<file path="config.mk">
export PLATFORM = sky130hd
export DESIGN_NAME = rsp_scan
export DESIGN_NICKNAME = d
export VERILOG_FILES = /design/src/rtl/core/rsp_pkg.sv /design/src/rtl/core/rsp_scan.sv
export SDC_FILE = /design/constraint.sdc
export NUM_CORES = 1
export LEC_CHECK = 0
export BUFFER_PORTS_ARGS = -buffer_cell sky130_fd_sc_hd__buf_2
export CORE_ASPECT_RATIO = 0.6
export CORE_MARGIN = 1
export CORE_UTILIZATION = 50
export CTS_CLUSTER_DIAMETER = 120
export DETAILED_ROUTE_END_ITERATION = 7
export PLACE_DENSITY_LB_ADDON = 0.08
export SYNTH_ARGS = -nofsm -noshare
export SYNTH_HDL_FRONTEND = slang
export SYNTH_SLANG_ARGS = --single-unit
</file>
<file path="constraint.sdc">
create_clock -name clk -period 8 [get_ports clk]
set_clock_uncertainty 0.05 [all_clocks]
set_input_delay 0.8 -clock clk [delete_from_list [all_inputs] [get_ports clk]]
set_output_delay 0.8 -clock clk [all_outputs]
set_load 0.02 [all_outputs]
</file>
<file path="src/rtl/core/rsp_pkg.sv">
// rsp_pkg: shared types and constants of the reference star picker
// holds the register index codes, register reset values and the result struct
// no dependencies
package rsp_pkg;

  // configuration port geometry
  localparam int CFG_IDX_W  = 4;
  localparam int CFG_DATA_W = 9;

  // register field widths
  localparam int STAR_COUNT_W = 5;
  localparam int RADIUS_W     = 6;
  localparam int DIM_W        = 9;

  // result field widths
  localparam int OUT_IDX_W   = 4;
  localparam int OUT_COORD_W = 8;
  localparam int TOTAL_W     = 5;

  // register reset values
  localparam logic [STAR_COUNT_W-1:0] STAR_COUNT_RST = STAR_COUNT_W'(4);
  localparam logic [RADIUS_W-1:0]     RADIUS_RST     = RADIUS_W'(8);
  localparam logic [DIM_W-1:0]        ROWS_RST       = DIM_W'(256);
  localparam logic [DIM_W-1:0]        COLS_RST       = DIM_W'(256);

  // register indexes
  typedef enum logic [CFG_IDX_W-1:0] {
    REG_STAR_COUNT = 4'd0,
    REG_RADIUS     = 4'd1,
    REG_ROWS       = 4'd2,
    REG_COLS       = 4'd3
  } cfg_reg_t;

  // one pass result
  typedef struct packed {
    logic [OUT_IDX_W-1:0]   star_index;
    logic [OUT_COORD_W-1:0] star_col;
    logic [OUT_COORD_W-1:0] star_row;
    logic                   star_valid;
    logic [TOTAL_W-1:0]     stars_total;
    logic                   all_found;
    logic                   last_star;
  } star_res_t;

endpackage

</file>
<file path="src/rtl/core/rsp_scan.sv">
// rsp_scan: selection passes over the frame store
// one read per cycle, compare against the best so far, band exclusion
// against earlier picks; uses rsp_pkg
module rsp_scan #(
  parameter int MAX_ROWS   = 256,
  parameter int MAX_COLS   = 256,
  parameter int MAX_STARS  = 16,
  parameter int PIXEL_BITS = 16,
  localparam int RB = $clog2(MAX_ROWS),
  localparam int CB = $clog2(MAX_COLS),
  localparam int RW = $clog2(MAX_ROWS + 1),
  localparam int CW = $clog2(MAX_COLS + 1)
) (
  input  logic                             clk,
  input  logic                             rst,
  input  logic                             start,
  input  logic [RW-1:0]                    rows_eff,
  input  logic [CW-1:0]                    cols_eff,
  input  logic [rsp_pkg::STAR_COUNT_W-1:0] star_count,
  input  logic [rsp_pkg::RADIUS_W-1:0]     radius,
  output logic                             idle,
  output logic                             rd_en,
  output logic [RB+CB-1:0]                 rd_addr,
  input  logic [PIXEL_BITS-1:0]            rd_data,
  output logic                             res_valid,
  input  logic                             res_ready,
  output rsp_pkg::star_res_t               res
);

  localparam int CNT_W  = $clog2(MAX_STARS + 1);
  localparam int SIDX_W = (MAX_STARS > 1) ? $clog2(MAX_STARS) : 1;
  localparam int BW     = ((RW > CW) ? ((RW > 8) ? RW : 8) : ((CW > 8) ? CW : 8)) + 1;
  localparam int CSW    = ((CB > rsp_pkg::RADIUS_W) ? CB : rsp_pkg::RADIUS_W) + 1;
  localparam int RSW    = ((RB > rsp_pkg::RADIUS_W) ? RB : rsp_pkg::RADIUS_W) + 1;

  typedef enum logic [2:0] {S_IDLE, S_INIT, S_SCAN, S_DRAIN, S_EMIT} state_t;

  state_t state;

  // control
  logic [CNT_W-1:0] k;
  logic [CNT_W-1:0] count_q;
  logic [CNT_W-1:0] tally;
  logic [CNT_W-1:0] tally_next;
  logic             found;
  logic             s_vld;
  logic             last_pass;

  // frame geometry latched at start
  logic [rsp_pkg::RADIUS_W-1:0] rad_q;
  logic [RB-1:0]                row_lo_q, row_hi_q;
  logic [CB-1:0]                col_lo_q, col_hi_q;
  logic                         empty_q;

  // scan position and read stage
  logic [RB-1:0]         r, s_r, best_r;
  logic [CB-1:0]         c, s_c, best_c;
  logic                  s_clear;
  logic [PIXEL_BITS-1:0] best;
  logic                  take;
  logic                  last_elem;

  // earlier picks
  logic [CB-1:0] pick_col [MAX_STARS];
  logic [RB-1:0] pick_row [MAX_STARS];

  // start-time geometry
  logic [rsp_pkg::RADIUS_W:0] border;
  logic [CNT_W-1:0]           count_eff;
  logic                       empty_now;

  // exclusion check
  logic [MAX_STARS-1:0] col_ok, row_ok, pick_ok;
  logic                 clear;

  assign border = {radius, 1'b0};

  // effective pass count and empty interior test
  always_comb begin
    if (star_count == '0) begin
      count_eff = CNT_W'(1);
    end else if (32'(star_count) > MAX_STARS) begin
      count_eff = CNT_W'(MAX_STARS);
    end else begin
      count_eff = CNT_W'(star_count);
    end
    empty_now = (BW'(rows_eff) <= BW'({border, 1'b0}))
             || (BW'(cols_eff) <= BW'({border, 1'b0}));
  end

  // band exclusion against picks of earlier passes
  always_comb begin
    for (int i = 0; i < MAX_STARS; i++) begin
      col_ok[i]  = (CSW'(c) > CSW'(pick_col[i]) + CSW'(rad_q))
                || (CSW'(c) + CSW'(rad_q) < CSW'(pick_col[i]));
      row_ok[i]  = (RSW'(r) > RSW'(pick_row[i]) + RSW'(rad_q))
                || (RSW'(r) + RSW'(rad_q) < RSW'(pick_row[i]));
      pick_ok[i] = (CNT_W'(i) >= k) || (col_ok[i] && row_ok[i]);
    end
    clear = &pick_ok;
  end

  // read issue and compare
  assign rd_en     = (state == S_SCAN);
  assign rd_addr   = {r, c};
  assign last_elem = (r == row_hi_q) && (c == col_hi_q);
  assign take      = s_vld && s_clear && (rd_data >= best);

  // pass result
  assign tally_next = tally + CNT_W'(found);
  assign last_pass  = ({1'b0, k} + (CNT_W+1)'(1)) == {1'b0, count_q};
  assign idle       = (state == S_IDLE);
  assign res_valid  = (state == S_EMIT);

  always_comb begin
    res.star_index  = rsp_pkg::OUT_IDX_W'(k);
    res.star_col    = rsp_pkg::OUT_COORD_W'(best_c);
    res.star_row    = rsp_pkg::OUT_COORD_W'(best_r);
    res.star_valid  = found;
    res.stars_total = last_pass ? rsp_pkg::TOTAL_W'(tally_next) : '0;
    res.all_found   = last_pass && (tally_next == count_q);
    res.last_star   = last_pass;
  end

  // pass sequencer
  always_ff @(posedge clk) begin
    if (rst) begin
      state   <= S_IDLE;
      k       <= '0;
      count_q <= CNT_W'(1);
      tally   <= '0;
      found   <= 1'b0;
      s_vld   <= 1'b0;
    end else begin
      s_vld <= (state == S_SCAN);
      if (take) begin
        found <= 1'b1;
      end
      unique case (state)
        S_IDLE: begin
          if (start) begin
            count_q <= count_eff;
            k       <= '0;
            tally   <= '0;
            state   <= S_INIT;
          end
        end
        S_INIT: begin
          found <= 1'b0;
          state <= empty_q ? S_EMIT : S_SCAN;
        end
        S_SCAN: begin
          if (last_elem) begin
            state <= S_DRAIN;
          end
        end
        S_DRAIN: begin
          state <= S_EMIT;
        end
        S_EMIT: begin
          if (res_ready) begin
            tally <= tally_next;
            if (last_pass) begin
              state <= S_IDLE;
            end else begin
              k     <= k + CNT_W'(1);
              state <= S_INIT;
            end
          end
        end
        default: state <= S_IDLE;
      endcase
    end
  end

  // geometry, scan position, best candidate and picks
  always_ff @(posedge clk) begin
    s_clear <= clear;
    s_r     <= r;
    s_c     <= c;
    if (take) begin
      best   <= rd_data;
      best_r <= s_r;
      best_c <= s_c;
    end
    if (state == S_IDLE && start) begin
      rad_q    <= radius;
      empty_q  <= empty_now;
      row_lo_q <= RB'(border);
      col_lo_q <= CB'(border);
      row_hi_q <= RB'(BW'(rows_eff) - BW'(border) - BW'(1));
      col_hi_q <= CB'(BW'(cols_eff) - BW'(border) - BW'(1));
    end
    if (state == S_INIT) begin
      best   <= '0;
      best_r <= '0;
      best_c <= '0;
      r      <= row_lo_q;
      c      <= col_lo_q;
    end
    if (state == S_SCAN) begin
      if (c == col_hi_q) begin
        c <= col_lo_q;
        r <= r + RB'(1);
      end else begin
        c <= c + CB'(1);
      end
    end
    if (state == S_EMIT && res_ready) begin
      pick_col[k[SIDX_W-1:0]] <= best_c;
      pick_row[k[SIDX_W-1:0]] <= best_r;
    end
  end

  // pass number stays below the pass count while busy
  a_pass_in_range: assert property (@(posedge clk) disable iff (rst)
    (state != S_IDLE) |-> (k < count_q))
    else $error("pass number beyond pass count");

  // tally never exceeds the passes already finished
  a_tally_bound: assert property (@(posedge clk) disable iff (rst)
    (state != S_IDLE) |-> (tally <= k))
    else $error("found tally ahead of finished passes");

  // a found pick lies inside the interior
  a_pick_inside: assert property (@(posedge clk) disable iff (rst)
    (state == S_EMIT) && found |-> (best_r >= row_lo_q) && (best_r <= row_hi_q)
                                   && (best_c >= col_lo_q) && (best_c <= col_hi_q))
    else $error("pick outside the interior");

endmodule

</file>
* Word level (Yosys, flattened, before mapping)
Memory sizes are Yosys's and may differ from the RTL's. Cells that the tools add are included. W data, S select, Z words.
Cells by class: add/sub/neg operators 43, $mul 0, divide/modulo/power cells 0, order comparisons 84, equality and inequality tests 12, shifts and indexed selects 0, muxes and demuxes 23, bitwise operators 0, reduce and logical (&&, ||, !) cells 81
Operator list (number):
- $add A8 B6 Y9 | 34
- $gt A8 B9 Y1 | 32
- $lt A9 B8 Y1 | 32
- $logic_or A1 B1 Y1 | 49
- $mux W8 | 6
- $ge A4 B5 Y1 const A | 8
- $mux W5 | 7
- $logic_and A1 B1 Y1 | 22
- $ge A3 B5 Y1 const A | 4
- $pmux W5 S2 | 2
- $le A9 B8 Y1 | 2
- $add A8 B1 Y8 const B | 2
- $eq A8 B8 Y1 | 2
- $ge A16 B16 Y1 | 1
- $reduce_and A16 Y1 | 1
- $sub A8 B1 Y8 const B | 2
- $sub A8 B7 Y8 | 2
- $pmux W3 S5 | 1
- $mux W3 | 4
- $ge A1 B5 Y1 const A | 2
- $ge A2 B5 Y1 const A | 2
- $add A5 B1 Y6 const B | 1
- $eq A3 B2 Y1 const B | 2
- $eq A6 B5 Y1 | 1
- 16 further kinds | 22
Storage, ports and cells: bits in registers 108, latch bits 0, bits in writable memories 256, bits in read-only memories 0, logic and storage cells 263, memories kept 2
Memories:
- pick_col | words 16, bits a word 8, read ports 16, clocked after Yosys merged registers in 0, wr ports 1, line rsp_scan.sv:64 | logic [CB-1:0] pick_col [MAX_STARS];
- pick_row | words 16, bits a word 8, read ports 16, clocked after Yosys merged registers in 0, wr ports 1, line rsp_scan.sv:65 | logic [RB-1:0] pick_row [MAX_STARS];

* Longest topological paths before layout
An unclocked memory read counts as a cell.
word-level depth 7, mapped depth 18, depth with buffers taken out 18

* Least setup slack after synthesis
Ideal clock, no wire load.
path type register -> register, from register row_lo_q[2] (netlist name), to register s_clear, arrival 6.175 ns, data required time 7.847 ns, setup slack 1.672 ns, stages on the path, launching flop included 15, clock period less this slack 6.328 ns, cells stage by stage edfxtp_1 -> inv_1 -> fa_1 -> nor2b_1 -> o21ai_0 -> a21boi_0 -> ha_1 -> nor3_1 -> o21bai_1 -> a311oi_1 -> o22a_1 -> o22a_1 -> o211ai_1 -> or4_1 -> a2111oi_2
RTL lines:
- end signal: assignment | line rsp_scan.sv:178 | s_clear <= clear;
- end: declaration | line rsp_scan.sv:58 | logic s_clear;

==> results by group <==
Power
  – PwrDens: 226 nW/um^2
  – Peak supply drop: 0.219 mV
  – P_leak: 16.5 nW

Setup path
  – Setup crit end kind: register
  – R2R Path End: s_clear
  – CP arrival: 6290 ps
  – Crit path kind: register to register
  – R2R Path Start: row_lo_q[1]
  – Reg2reg setup slack: 2150 ps
  – CP Launch Type: register
  – R2R depth: 18
  – Critical Path RT: 8440 ps
  – Crit path from: row_lo_q[1]
  – Critical Path End: s_clear
  – Critical path peak fanout: 15

Logic synthesis
  – Netlist cell types: 77
  – Mean Syn Cell Area: 9.84 sq um
  – Mapped Cells: 3,332
  – Top-count cell post-synth: ha_1
  – Largest area contributor in the netlist: ha_1
  – Post-synthesis register bit count: 364
  – Synth area leaders: ha_1 28%, edfxtp_1 26%, dfxtp_1 4.7%, inv_1 3.9%, a21oi_1 3.5%
  – Yosys Warn Count: 0
  – Synth Cell Area: 32,800 sq um
  – FFs w/ async S/R, synth: 0%
  – Top_reg_cell synth: edfxtp_1
  – Synth top area share: 27.9%
  – Most frequent cells after synthesis: 732 x ha_1, 343 x inv_1, 287 x edfxtp_1
  – Seq/Total Area, Yosys: 31.0%
  – Mapped Nets: 4,149
  – EDFF count, synth: 287

Floorplan
  – I/O Pins: 96
  – Row cnt: 72
  – Die X-Extent: 333 um
  – Die area: 66,600 sq um
  – Core Box Area: 64,600 sq um
  – Starting Density: 50.7%
  – Die Span Y: 200 um

Cells and area
  – Area Overhead vs Synth: 10.8%
  – Proportion of layout cells with a drive suffix above 1: 7.81%
  – Final net count: 4,345
  – Fill cells: 5,652

CTS
  – Clock Sinks: 364
  – Clock-pin slew on the worst setup and hold paths: 70 ps
  – Max Buffers Root-to-Sink: 3
  – Worst-Skew Late Latency: 590 ps
  – CTS tree: yes
  – Post-CTS Setup Repair Bufs: 0
  – Inserted Clock Buffers: 42
  – CTS-repair resized insts: 0
  – CTS Hold Bufs: 0
  – Root Buffer: clkbuf_16
  – H-Tree Depth: 2

GRT
  – Initial antenna violation count: 6
  – GRT overflow: 0
  – First-pass GRT wire length: 161,000 um
  – Vias in the first global route: 26,500
  – Largest net degree at the start of global routing: 34
  – GR Util All Layers: 32.0%

Route
  – Routed Antenna Nets: 0
  – WL per Instance: 24.5 um
  – First-pass DRT Iterations: 5
  – Vias per cell: 6.16
  – Routed via count: 27,200
  – WL final: 108,000 um
  – DRC violations left: 0
  – Initial DRC Count: 2,675

Placed design
  – Placement Setup Slack: 2200 ps
  – Placer Congestion: 0.937
  – Post-DP HPWL: 77,400 um
  – I/O Buffers: 95

STA
  – Final setup violation count: 0
  – Max-Slew Margin vs Limit: 17.0%
  – Hold slack: 377 ps
  – Setup TNS: 0 ps
  – Final Hold Fails: 0
  – RSZ-0062 raised after global routing: no
  – Tcrit/Tclk final: 73.2%
  – FMAX: 171 MHz
  – Final Slew Violations: 0
  – Period minus WS final: 5850 ps
  – Worst Tran Pin Value: 1240 ps
  – Worst setup margin: 2150 ps

Outcome
  – Outcome: finished, final reports clean

Flow run
  – # Max-Cap Violations: 0

Hold path
  – Hold WC Path Type: input port to register
area by class of cell:
type                            instances  area (sq um)  share of cell area (%)
Multi-Input combinational cell       2595         21300                    58.6
Sequential cell                       364         10200                    28.0
Inverter                              343          1290                    3.55
Clock buffer                           60          1260                    3.48
Timing Repair Buffer                  182          1130                    3.11
Tap cell                              851          1060                    2.93
Clock inverter                         15           103                   0.283
Antenna cell                            1          2.50                 0.00689
sequential cells by signal, summed over array words and instances, names as in the netlist:
register / flops
best: 16
best_c: 8
best_r: 8
c: 8
col_hi_q: 8
count_q: 5
empty_q: 1
found: 1
k: 5
pick_col: 128
pick_row: 128
r: 8
row_hi_q: 8
row_lo_q: 6
s_c: 8
s_clear: 1
s_r: 8
s_vld: 1
state: 3
tally: 5
stage by stage:
stage / instance area, sq um / instances / total power [W] / utilization, %
2_1_floorplan: 32800 / 3332 / 0.00475 / -
6_report: 36300 / 4411 / 0.00819 / 56.2
3_5_place_dp: 34900 / 4335 / 0.00615 / 54.1
5_1_grt: 36300 / 4410 / 0.00872 / 56.2
4_1_cts: 36300 / 4410 / 0.00815 / 56.2
3_3_place_gp: 34900 / 4335 / 0.00598 / 54.1
cells in the final DEF (no fill, tap or decap), drive strengths merged, types with 42 or more instances in the layout:
cell,synthesis,layout
ha,732,732
inv,343,344
edfxtp,287,287
a21oi,232,232
o21ai,231,231
nor2,210,210
buf,8,182
xnor2,129,129
nand2,108,108
nor2b,98,98
a21o,93,93
xor2,89,89
dfxtp,77,77
clkbuf,22,60
nand4,59,59
o21bai,53,53
nand3,53,53
o21a,50,50
nand2b,45,45
a211oi,42,42
cell families (layout without fill, tap and decap cells):
logic type,Yosys count,count (layout),synth area share (%)
compound gates,884,884,17.1
fa+ha+maj,768,768,30.1
simple gates,691,691,10.6
buf+inv,373,600,4.36
flops,364,364,31.0
xor+xnor,218,218,5.83
mux,34,34,1.04
other cells,0,1,0
how the worst min path moves through the flow:
stage               startpoint              to  slack (ps)  cells past startpoint
finish               radius[3]     row_lo_q[4]         380                      1
global route         radius[3]     row_lo_q[4]         360                      1
CTS                  radius[3]     row_lo_q[4]         350                      1
detailed placement   best_r[5]  pick_row[4][5]         400                      0
global placement     best_r[5]  pick_row[4][5]         390                      0
floorplan             tally[0]        tally[0]         390                      2
report_power, final:
| group | leakage [nW] | switching (W) | internal [W] | total, W |
|---|---|---|---|---|
| clock network | 0.675 | 0.000845 | 0.00113 | 0.00198 |
| logic | 12.6 | 0.00244 | 0.00154 | 0.00397 |
| registers | 3.29 | 0.0000892 | 0.00215 | 0.00223 |
| total | 16.5 | 0.00337 | 0.00481 | 0.00819 |
routing by layer:
layer  wire length [um]  up-vias  GRT usage (%)  share of wire, %
met5                  0        -              0                 0
met4               2560        0           8.35               2.4
met3              10100      188           4.79               9.3
met2              44000     1232           46.5                41
met1              51600    13000           49.1                48
li1                   -    12700              -                 -
worst max-delay path: stages, from the launching register on:
cell	delay, ps
edfxtp_1	990
buf_4	480
ha_1	310
inv_1	70
fa_1	430
nor2b_1	180
o31ai_1	110
a21oi_1	220
xnor2_1	160
ha_1	280
nand4_1	100
a2bb2oi_1	150
o21ai_0	120
a311oi_1	560
o22ai_1	320
a21oi_1	240
o211ai_1	90
or4_1	630
a2111oi_2	230
Power figures use the tool's default switching activity.
