### src/rtl/core/rsp_pkg.sv
// rsp_pkg: shared types and constants of the reference star picker
// holds the register index codes, register reset values and the result struct
// no dependencies
package rsp_pkg;

  // configuration port geometry
  localparam int CFG_IDX_W  = 4;
  localparam int CFG_DATA_W = 9;

  // register field widths
  localparam int STAR_COUNT_W = 5;
  localparam int RADIUS_W     = 6;
  localparam int DIM_W        = 9;

  // result field widths
  localparam int OUT_IDX_W   = 4;
  localparam int OUT_COORD_W = 8;
  localparam int TOTAL_W     = 5;

  // register reset values
  localparam logic [STAR_COUNT_W-1:0] STAR_COUNT_RST = STAR_COUNT_W'(4);
  localparam logic [RADIUS_W-1:0]     RADIUS_RST     = RADIUS_W'(8);
  localparam logic [DIM_W-1:0]        ROWS_RST       = DIM_W'(256);
  localparam logic [DIM_W-1:0]        COLS_RST       = DIM_W'(256);

  // register indexes
  typedef enum logic [CFG_IDX_W-1:0] {
    REG_STAR_COUNT = 4'd0,
    REG_RADIUS     = 4'd1,
    REG_ROWS       = 4'd2,
    REG_COLS       = 4'd3
  } cfg_reg_t;

  // one pass result
  typedef struct packed {
    logic [OUT_IDX_W-1:0]   star_index;
    logic [OUT_COORD_W-1:0] star_col;
    logic [OUT_COORD_W-1:0] star_row;
    logic                   star_valid;
    logic [TOTAL_W-1:0]     stars_total;
    logic                   all_found;
    logic                   last_star;
  } star_res_t;

endpackage

### src/rtl/core/rsp_loader.sv
// rsp_loader: frame load position and image size clamping
// raster-order write address for the frame store; uses rsp_pkg
module rsp_loader #(
  parameter int MAX_ROWS = 256,
  parameter int MAX_COLS = 256,
  localparam int RB = $clog2(MAX_ROWS),
  localparam int CB = $clog2(MAX_COLS),
  localparam int RW = $clog2(MAX_ROWS + 1),
  localparam int CW = $clog2(MAX_COLS + 1)
) (
  input  logic                      clk,
  input  logic                      rst,
  input  logic [rsp_pkg::DIM_W-1:0] image_rows,
  input  logic [rsp_pkg::DIM_W-1:0] image_cols,
  input  logic                      accept,
  input  logic                      frame_end,
  output logic                      wr_en,
  output logic [RB+CB-1:0]          wr_addr,
  output logic                      start,
  output logic [RW-1:0]             rows_eff,
  output logic [CW-1:0]             cols_eff
);

  logic [RB-1:0] load_row, load_row_next;
  logic [CB-1:0] load_col, load_col_next;
  logic [RB-1:0] cur_row;
  logic [CB-1:0] cur_col;
  logic [RB:0]   row_inc;
  logic [CB:0]   col_inc;

  // zero reads as one, oversize saturates
  always_comb begin
    if (image_rows == '0) begin
      rows_eff = RW'(1);
    end else if (32'(image_rows) > MAX_ROWS) begin
      rows_eff = RW'(MAX_ROWS);
    end else begin
      rows_eff = RW'(image_rows);
    end
    if (image_cols == '0) begin
      cols_eff = CW'(1);
    end else if (32'(image_cols) > MAX_COLS) begin
      cols_eff = CW'(MAX_COLS);
    end else begin
      cols_eff = CW'(image_cols);
    end
  end

  // position of this pixel and of the next one
  always_comb begin
    cur_row = (RW'(load_row) >= rows_eff) ? '0 : load_row;
    cur_col = (CW'(load_col) >= cols_eff) ? '0 : load_col;
    row_inc = {1'b0, cur_row} + (RB+1)'(1);
    col_inc = {1'b0, cur_col} + (CB+1)'(1);
    if (frame_end) begin
      load_row_next = '0;
      load_col_next = '0;
    end else if (CW'(col_inc) >= cols_eff) begin
      load_col_next = '0;
      load_row_next = (RW'(row_inc) >= rows_eff) ? '0 : RB'(row_inc);
    end else begin
      load_col_next = CB'(col_inc);
      load_row_next = cur_row;
    end
  end

  assign wr_en   = accept;
  assign wr_addr = {cur_row, cur_col};
  assign start   = accept && frame_end;

  // load position
  always_ff @(posedge clk) begin
    if (rst) begin
      load_row <= '0;
      load_col <= '0;
    end else if (accept) begin
      load_row <= load_row_next;
      load_col <= load_col_next;
    end
  end

endmodule

### config.mk
export PLATFORM = sky130hd
export DESIGN_NAME = rsp_loader
export DESIGN_NICKNAME = d
export VERILOG_FILES = /design/src/rtl/core/rsp_pkg.sv /design/src/rtl/core/rsp_loader.sv
export SDC_FILE = /design/constraint.sdc
export NUM_CORES = 1
export LEC_CHECK = 0
export ABC_AREA = 1
export BUFFER_PORTS_ARGS = -buffer_cell sky130_fd_sc_hd__buf_4
export CORE_MARGIN = 1
export CORE_UTILIZATION = 35
export CTS_BUF_LIST = sky130_fd_sc_hd__clkbuf_2
export CTS_CLUSTER_SIZE = 12
export DETAILED_ROUTE_END_ITERATION = 10
export PLACE_DENSITY = 0.61
export SYNTH_ARGS = -nofsm -noshare
export SYNTH_HDL_FRONTEND = slang
export SYNTH_SLANG_ARGS = --single-unit
### constraint.sdc
create_clock -name clk -period 15.05 [get_ports clk]
set_input_delay 4.515 -clock clk [delete_from_list [all_inputs] [get_ports clk]]
set_output_delay 4.515 -clock clk [all_outputs]
set_load 0.01 [all_outputs]
; ---- After elaboration in Yosys (flattened, before gate mapping)
; Index checks and enable logic that the tools add are counted.
[word_totals]
ff_bits = 16
inputBits = 22
out_inout_bits = 36
[op_classes]
n_addsub = 2
order_cmp = 6
muxes = 11
reduce_logical = 3
[op_table]
columns = operator, n
row1 = $mux W8, 7
row2 = $mux W9, 4
row3 = $add A8 B1 Y9 const B, 2
row4 = $ge A8 B9 Y1, 2
row5 = $ge A9 B9 Y1, 2
row6 = $gt A9 B9 Y1 const B, 2
row7 = $logic_not A9 Y1, 2
row8 = $logic_and A1 B1 Y1, 1

; ---- Longest topological paths before layout
; Gate-level depths: netlist of run 1.
[depth]
depth_word = 10
ltp_mapped = 30
depth_no_buf = 29

; ---- Least setup slack after synthesis of run 1
; OpenSTA, ideal clock, no wires.
[synth_timing]
path_kind = in2out
from = in image_rows[6] (netlist bit)
to = out wr_addr[8]
t_arrival_ns = 6.347
t_required_ns = 10.535
path_slack_ns = 4.188
stages = 14
n_path_buf = 0
cell_sequence = nor4_1 -> nand2_1 -> nor2_1 -> nor2_1 -> nor2_1 -> inv_1 -> ha_1 -> nand2_1 -> nand2_1 -> a21oi_1 -> nand3_1 -> nand2_1 -> inv_1 -> nor2_1
[synth_between]
elab_chain_len = 5
word_cells_on_any_way = 6
classes_between = order compare (2) / mux (3) / reduce/logical (1)
[synth_lines]
columns = element, line
row1 = "start, declared", rsp_loader.sv:13  ; input logic [rsp_pkg::DIM_W-1:0] image_rows,
row2 = $gt A9 B9 Y1, rsp_loader.sv:35  ; end else if (32'(image_rows) > MAX_ROWS) begin
row3 = $mux W9, rsp_loader.sv:35
row4 = $mux W9 *, rsp_loader.sv:33  ; if (image_rows == '0) begin
row5 = named net rows_eff[2], rsp_loader.sv:20  ; output logic [RW-1:0] rows_eff,
row6 = $ge A8 B9 Y1 *, rsp_loader.sv:51  ; cur_row = (RW'(load_row) >= rows_eff) ? '0 : load_row;
row7 = $mux W8 *, rsp_loader.sv:51
row8 = "end, declared", rsp_loader.sv:18  ; output logic [RB+CB-1:0] wr_addr,
; The timed path passes the listed nets; every way through them passes the cells marked *.

; ---- Worst setup path after layout of run 1
[layout_timing]
from = in image_rows[6] (netlist bit)
to = out wr_addr[8]
[layout_between]
elab_chain_len = 5
word_cells_on_any_way = 6
classes_between = order compare (2) / mux (3) / reduce/logical (1)
[layout_lines]
columns = element, line
row1 = $gt A9 B9 Y1, rsp_loader.sv:35
row2 = $mux W9, rsp_loader.sv:35
row3 = $mux W9 *, rsp_loader.sv:33
row4 = $ge A8 B9 Y1 *, rsp_loader.sv:51
row5 = $mux W8 *, rsp_loader.sv:51
; Every way passes the cells marked *; elsewhere a longest branch is shown, timed or not.

==> parameters.txt, run 1 <==
Parameter                              Value

Global route
  GRT Overall Usage    between 10% and 20%
  Global-route wire length before repair    10060 um
  Grt total ovfl    0
  Initial antenna violation count    0
  Largest net degree at the start of global routing    18
  Vias in the first global route    2110

Logic synthesis
  Fraction of registers with async set/reset    0%
  Flip-flop and latch count after synthesis    16
  Post-synthesis net count    426
  Area share of the largest cell type after synthesis    about a fifth
  Cell taking the most area after synthesis    sky130_fd_sc_hd__ha_1
  Number of synthesized flops with an enable pin    0
  Most common cell in the netlist    sky130_fd_sc_hd__nand2_1
  Cell variety after synth    38
  Area of the mapped netlist    2272 um2
  Mean Syn Cell Area    a little over 6 um2
  Count of mapped cells out of synthesis    368
  Top cells by area in the synthesized netlist    sky130_fd_sc_hd__ha_1 20%, sky130_fd_sc_hd__nand2_1 16%, sky130_fd_sc_hd__dfxtp_1 14%
  Post-synthesis sequential area ratio    between 10% and 20%
  Main flop type after synthesis    sky130_fd_sc_hd__dfxtp_1
  Commonest cells post-synth    95 x sky130_fd_sc_hd__nand2_1, 70 x sky130_fd_sc_hd__inv_1, 36 x sky130_fd_sc_hd__ha_1
  Synth warnings    0

Detailed routing
  Top Layer Used    met3
  Vias after detailed routing    between 2000 and 2500
  Detailed-routing iteration count for the pre-antenna-repair pass    4
  Remaining design rule violation count    0
  1st-iter DRT viols    217
  Aggregate routed wire length    6130 um
  M1 wire length    3191 um
  Post-DR vias/cell    ~4.8
  Routed wire length on met3    315 um
  Sum of met2 wire segment lengths after detailed routing    2623 um
  Count of antenna-violating nets left after detailed routing    0
  Final routed wire length divided by cell count    about 12 um

Worst setup path
  Family with the most delay on the worst path    simple AND/OR/NAND/NOR gates
  Most frequent cell on the critical path    sky130_fd_sc_hd__nand2_1
  Number of cells on the worst reg-to-reg path    20
  Critical path start-end classification    input pin to output pin
  Critical Path, Cell by Cell    buf_4, nor4_1, nand2_1, nor2_1, nor2_1, inv_1, nand2_1, ha_1, nand2_1, inv_1, a21oi_1, nand3_1, nand2_1, inv_1, nor2_1, buf_4
  Kind of launch point of the worst setup path    input pin
  Worst r2r src    load_col[3]
  Required time at the worst-slack endpoint    around 11 ns
  Largest fanout on the critical path    12
  Slowest library cell on the worst path    sky130_fd_sc_hd__ha_1
  Endpoint kind of the worst setup timing path    output pin
  Destination of the worst register-to-register timing path    load_col[0]
  Critical path arrival    6.94 ns
  Buffers plus inverters on the worst setup path    5
  Reg2Reg Setup Slack    10.49 ns
  Slowest Stage Delay on Critical Path    0.32 ns

Floorplanning
  X dimension of the die    around 83 um
  # IOs    58
  Die Ht    ~83 um
  Initial cell density of the core    37.27%
  Number of placement rows    28
  Core area    6096 um2
  Area of the die    6818 um2

Worst hold path
  Worst hold stages    2
  Kind of path behind the tightest hold check    register to register
  Worst Hold Path EP    load_col[2]
  Hold Startpoint    load_col[2]

Placement
  Estimated wirelength of the detail-placed design    5172 um
  Cell count after placement    493
  Worst slack, placed    3.614 ns
  Final GP Congestion    0.8675
  Placement-stage cell area    approximately 2700 um2
  IO Port Bufs    57

Flow run
  MaxCap Viol Count    0

Finish
  Final Util    45.28%
  Antenna diode count    0
  Number of nets at the end of the flow    ~480
  Fillcell total    676
  Post-route insts no fill    497
  Cell area after layout    about 2800 um2
  Ratio of cells with drive above 1 in the final layout    18.01%
  Area Overhead vs Synth    21.48%

Clock tree
  Clock insertion delay at the later pin of the skew report    0.31 ns
  CTS Root Buffer Type    sky130_fd_sc_hd__clkbuf_2
  CTS H-tree depth    1
  Clock sinks    16
  Count of hold-fix buffers inserted at cts    0
  Buffer depth of the longest clock path    2
  # resized after CTS    0
  Post-CTS setup-driven buffer insertion count    0
  TritonCTS clock tree    done
  CTS Buf Count    3
  Clock transition time at the flip-flop clock pins of the worst setup and hold paths    0.16 ns

STA
  Maximum clock rate    0.08727 GHz
  Setup_tns    0 ns
  Setup repair after global routing missed its margin    false
  Final cycle utilization of the critical path    approximately 76%
  Setup slack of the critical path after layout    3.591 ns
  Headroom to the max-slew limit    27.86%
  Number of endpoints failing setup at the final stage    0
  Setup Skew    0.01499 ns
  Final max-slew violation count    0
  Final hold viol count    0
  Worst Max-Slew Pin Slew    1.078 ns
  Final period demand of the worst path    11.46 ns

Power and ir drop
  Worst vdd ir    30.15 uV
  Power density relative to cell area    36.05 nW/um2
  Leak    0.001598 uW

Status
  Outcome    finished clean
stage by stage:
stage	power, uW	hold WS (ns)
global route	108.0	0.5345
global placement	79.26	0.4740
CTS	101.0	0.5066
detailed placement	79.53	0.4856
finish	99.51	0.5044
floorplan	65.29	0.4526
routing by layer:
| metal | global-route usage [%] | vias up |
|---|---|---|
| li1 | - | 1301 |
| met1 | 29.02 | 1036 |
| met2 | 29.26 | 52 |
| met3 | 2.967 | 0 |
| met4 | 0.5172 | 0 |
| met5 | 0 | - |
placed cells by master, fill, tap and decap left out, drive strengths merged, types with 3 or more instances in the layout:
cell | synthesis | layout
o21ai | 6 | 6
nor2 | 37 | 37
nor3 | 4 | 4
xor2 | 3 | 3
dfxtp | 16 | 16
inv | 72 | 72
a21oi | 27 | 27
clkbuf | 4 | 3
nand3 | 22 | 22
a22oi | 5 | 5
nand4 | 14 | 14
nand3b | 4 | 4
and2 | 6 | 6
buf | 2 | 57
ha | 36 | 36
nand2 | 98 | 98
nor4 | 3 | 3
cell type report:
type | instances | area, um2 | area share (%)
clock buffer | 3 | 15.01 | 0.5440
timing repair buffer | 57 | 427.9 | 15.50
multi-input combinational | 272 | 1625 | 58.88
clock inverter | 1 | 3.754 | 0.1360
tap | 75 | 93.84 | 3.400
sequential | 16 | 320.3 | 11.60
inverter | 73 | 274.0 | 9.927
tightest hold or removal path: cells and delay by family (launching register included):
| family | cells | cell delay, ns |
|---|---|---|
| simple gates | 1 | 0.06 |
| compound gates | 1 | 0.06 |
| flops | 1 | 0.36 |
report_power, final:
part | switching (uW) | total, uW | internal (uW)
sequential | 0.247 | 43.0 | 42.7
clock | 15.0 | 20.8 | 5.77
combinational | 21.3 | 35.8 | 14.4
logic make-up after synthesis:
logic type,count (synthesis),synth area share (%)
AO/OA/AOI/OAI,45,12.22
flip-flops,16,14.10
AND/OR/NAND/NOR,188,38.33
XOR/XNOR,3,1.157
buffers and inverters,80,14.37
adder cells (fa/ha/maj),36,19.82
worst max-delay path by stage:
stage | cells past startpoint | slack, ns | end | startpoint
after floorplan | 14 | 4.19 | wr_addr[8] | image_rows[6]
after global placement | 16 | 3.68 | wr_addr[8] | image_rows[6]
after detailed placement | 16 | 3.61 | wr_addr[8] | image_rows[6]
after CTS | 16 | 3.61 | wr_addr[8] | image_rows[6]
after global routing | 16 | 3.18 | wr_addr[8] | image_rows[6]
final | 16 | 3.59 | wr_addr[8] | image_rows[6]
sequential cells by signal (all words and copies together), names as in the netlist:
signal	cells
load_col	8
load_row	8
(Power assumes the default switching activity.)
==> run 2, diff against run 1 <==
ABC_AREA = 0   (was 1)
PLACE_DENSITY = 0.62   (was 0.61)
clock period = 11.05 ns   (was 15.05 ns; I/O delays follow)
==> run 2 against run 1 <==
Net effect: wire length fell by 18%; non-clock buffer count did not move; sequential share of layout area rose by 1.3 points; critical endpoint unchanged; largest cell class unchanged; largest power group unchanged.
==> parameters.txt, run 2 <==
Parameter                              Value

Clock tree
  Buffer depth of the longest clock path    2 (unchanged)
  Clock insertion delay at the later pin of the skew report    0.31 ns (about the same)
  # resized after CTS    0 (unchanged)
  Count of hold-fix buffers inserted at cts    0 (unchanged)
  Clock sinks    16 (unchanged)
  TritonCTS clock tree    done
  Post-CTS setup-driven buffer insertion count    0 (unchanged)
  CTS Buf Count    3 (unchanged)
  Clock transition time at the flip-flop clock pins of the worst setup and hold paths    0.17 ns (about the same)
  CTS H-tree depth    1 (unchanged)
  CTS Root Buffer Type    sky130_fd_sc_hd__clkbuf_2

Logic synthesis
  Most common cell in the netlist    sky130_fd_sc_hd__ha_1
  Commonest cells post-synth    36 x sky130_fd_sc_hd__ha_1, 24 x sky130_fd_sc_hd__nand2_1, 23 x sky130_fd_sc_hd__inv_1
  Post-synthesis net count    319 (-25%)
  Synth warnings    0 (unchanged)
  Cell variety after synth    49 (+29%)
  Post-synthesis sequential area ratio    16.20% (+2.1 points)
  Mean Syn Cell Area    7.574 um2 (+23%)
  Area share of the largest cell type after synthesis    22.78% (+3.0 points)
  Area of the mapped netlist    1977 um2 (-13%)
  Number of synthesized flops with an enable pin    0 (unchanged)
  Main flop type after synthesis    sky130_fd_sc_hd__dfxtp_1
  Cell taking the most area after synthesis    sky130_fd_sc_hd__ha_1
  Fraction of registers with async set/reset    0% (unchanged)
  Flip-flop and latch count after synthesis    16 (unchanged)
  Count of mapped cells out of synthesis    261 (-29%)
  Top cells by area in the synthesized netlist    sky130_fd_sc_hd__ha_1 23%, sky130_fd_sc_hd__dfxtp_1 16%, sky130_fd_sc_hd__nand2_1 4.6%

Floorplanning
  Die Ht    77.16 um (-6.6%)
  Area of the die    5953 um2 (-13%)
  Number of placement rows    26 (-7.1%)
  X dimension of the die    77.16 um (-6.6%)
  # IOs    58 (unchanged)
  Initial cell density of the core    37.51% (+0.24 points)
  Core area    5270 um2 (-14%)

Placement
  Estimated wirelength of the detail-placed design    4134 um (-20%)
  Cell count after placement    381 (-23%)
  Final GP Congestion    0.8380 (-3.4%)
  IO Port Bufs    57 (unchanged)

Worst setup path
  Worst r2r src    load_col[0]
  Critical path start-end classification    input pin to output pin
  Endpoint kind of the worst setup timing path    output pin
  Largest fanout on the critical path    11 (-1)
  Source of the critical timing path    image_rows[5]
  Kind of launch point of the worst setup path    input pin
  Number of cells on the worst reg-to-reg path    18 (-10%)
  Critical path arrival    5.90 ns (-1.04 ns)
  Required time at the worst-slack endpoint    7.74 ns (-2.80 ns)

Worst hold path
  Hold Startpoint    load_col[0]
  Kind of path behind the tightest hold check    register to register
  Worst hold stages    2 (unchanged)

Global route
  Most used routing layer    met2
  Vias in the first global route    1817 (-14%)
  Met1 usage    25.70% (-3.3 points)
  Met3 GRT Util    3.095% (+0.13 points)
  GRT Overall Usage    17.28% (-1.8 points)
  Largest net degree at the start of global routing    17 (-1)
  Met2 global-route usage    26.37% (-2.9 points)
  Initial antenna violation count    0 (unchanged)
  Grt total ovfl    0 (unchanged)
  Global-route wire length before repair    8521 um (-15%)

Finish
  Most frequent cells in the layout    57 x sky130_fd_sc_hd__buf_4, 36 x sky130_fd_sc_hd__ha_1, 24 x sky130_fd_sc_hd__nand2_1, 23 x sky130_fd_sc_hd__inv_1, 22 x sky130_fd_sc_hd__nor2_1
  Antenna diode count    0 (unchanged)
  Number of nets at the end of the flow    374 (-22%)
  Area Overhead vs Synth    25.44%
  Post-route insts no fill    385 (-23%)
  Commonest non-fill, non-tap cell in the layout    sky130_fd_sc_hd__buf_4
  Top Registers    load_col: 8 flops, load_row: 8 flops
  Ratio of cells with drive above 1 in the final layout    21.27% (+3.3 points)

STA
  Setup Skew    0.01731 ns (+0.002316 ns)
  Final cycle utilization of the critical path    83.37%
  Setup_tns    0 ns (unchanged)
  Final period demand of the worst path    9.213 ns
  Final max-slew violation count    0 (unchanged)
  Setup repair after global routing missed its margin    false
  Maximum clock rate    approximately 0.11 GHz
  Headroom to the max-slew limit    56.70% (+29 points)
  Worst Max-Slew Pin Slew    0.6487 ns (-0.4294 ns)
  Final hold viol count    0 (unchanged)
  Number of endpoints failing setup at the final stage    0 (unchanged)

Detailed routing
  Post-DR vias/cell    5.127 (+6.7%)
  Final routed wire length divided by cell count    12.99 um (+5.3%)
  Count of antenna-violating nets left after detailed routing    0 (unchanged)
  Detailed-routing iteration count for the pre-antenna-repair pass    4 (unchanged)
  Aggregate routed wire length    5000 um (-18%)
  Remaining design rule violation count    0 (unchanged)
  Vias after detailed routing    1974 (-17%)
  1st-iter DRT viols    72 (-67%)

Status
  Outcome    finished clean

Flow run
  MaxCap Viol Count    0 (unchanged)

Power and ir drop
  Power density relative to cell area    52.41 nW/um2 (+45%)
  Leak    0.001312 uW (-18%)
  Worst vdd ir    46.11 uV (+53%)
==> run 2: logic make-up after synthesis <==
family / Yosys count / synth area share, %
flops: 16 / 16.20
simple gates: 113 / 30.44
fa+ha+maj: 36 / 22.78
buf+inv: 32 / 6.329
compound gates: 59 / 22.03
xor+xnor: 5 / 2.216
==> run 2: critical path: stages <==
cell                        delay [ns]
sky130_fd_sc_hd__buf_4            0.11
sky130_fd_sc_hd__nor4_1           0.30
sky130_fd_sc_hd__a21oi_1          0.10
sky130_fd_sc_hd__nor2_1           0.22
sky130_fd_sc_hd__ha_1             0.27
sky130_fd_sc_hd__nand2b_1         0.13
sky130_fd_sc_hd__a2111oi_0        0.40
sky130_fd_sc_hd__nor4b_1          0.14
sky130_fd_sc_hd__or2_1            0.42
sky130_fd_sc_hd__nor2_1           0.30
sky130_fd_sc_hd__buf_4            0.18
==> run 2: metal layers <==
metal,share of wire (%),vias to the layer above
met5,0,-
met4,0.22,0
met3,4.0,2
met2,43,33
met1,53,885
li1,-,1054
==> run 2: layout make-up <==
type / instances / area, um2
inverter: 25 / 93.84
timing repair buffer: 57 / 427.9
sequential: 16 / 320.3
multi-input combinational: 213 / 1531
clock buffer: 3 / 15.01
tap: 70 / 87.58
fill: 550 / 2790
clock inverter: 1 / 3.754
==> run 2: power by group <==
part           switching (uW)  internal, uW
Combinational            23.5          20.1
Sequential              0.286          58.1
Clock                    20.0          7.87
==> run 2: worst paths after layout <==
path                      end  slack, ns
hold / removal    load_col[0]       0.50
hold reg to reg   load_col[0]       0.50
setup reg to reg  load_row[2]       6.22
setup / recovery   wr_addr[8]       1.84
==> run 2: metrics by stage <==
step                      power, uW  setup WS (ns)  utilization [%]  cell area (um2)  hold WS [ns]
after detailed placement      103.4          1.869            46.70             2461        0.4777
after floorplan               84.92          2.170                -             1977        0.4580
final                         130.0          1.837            47.06             2480        0.4994
after global placement        103.3          1.897            46.70             2461        0.4751
after CTS                     131.6          1.855            47.06             2480        0.5017
after global routing          138.8          1.607            47.06             2480        0.5355
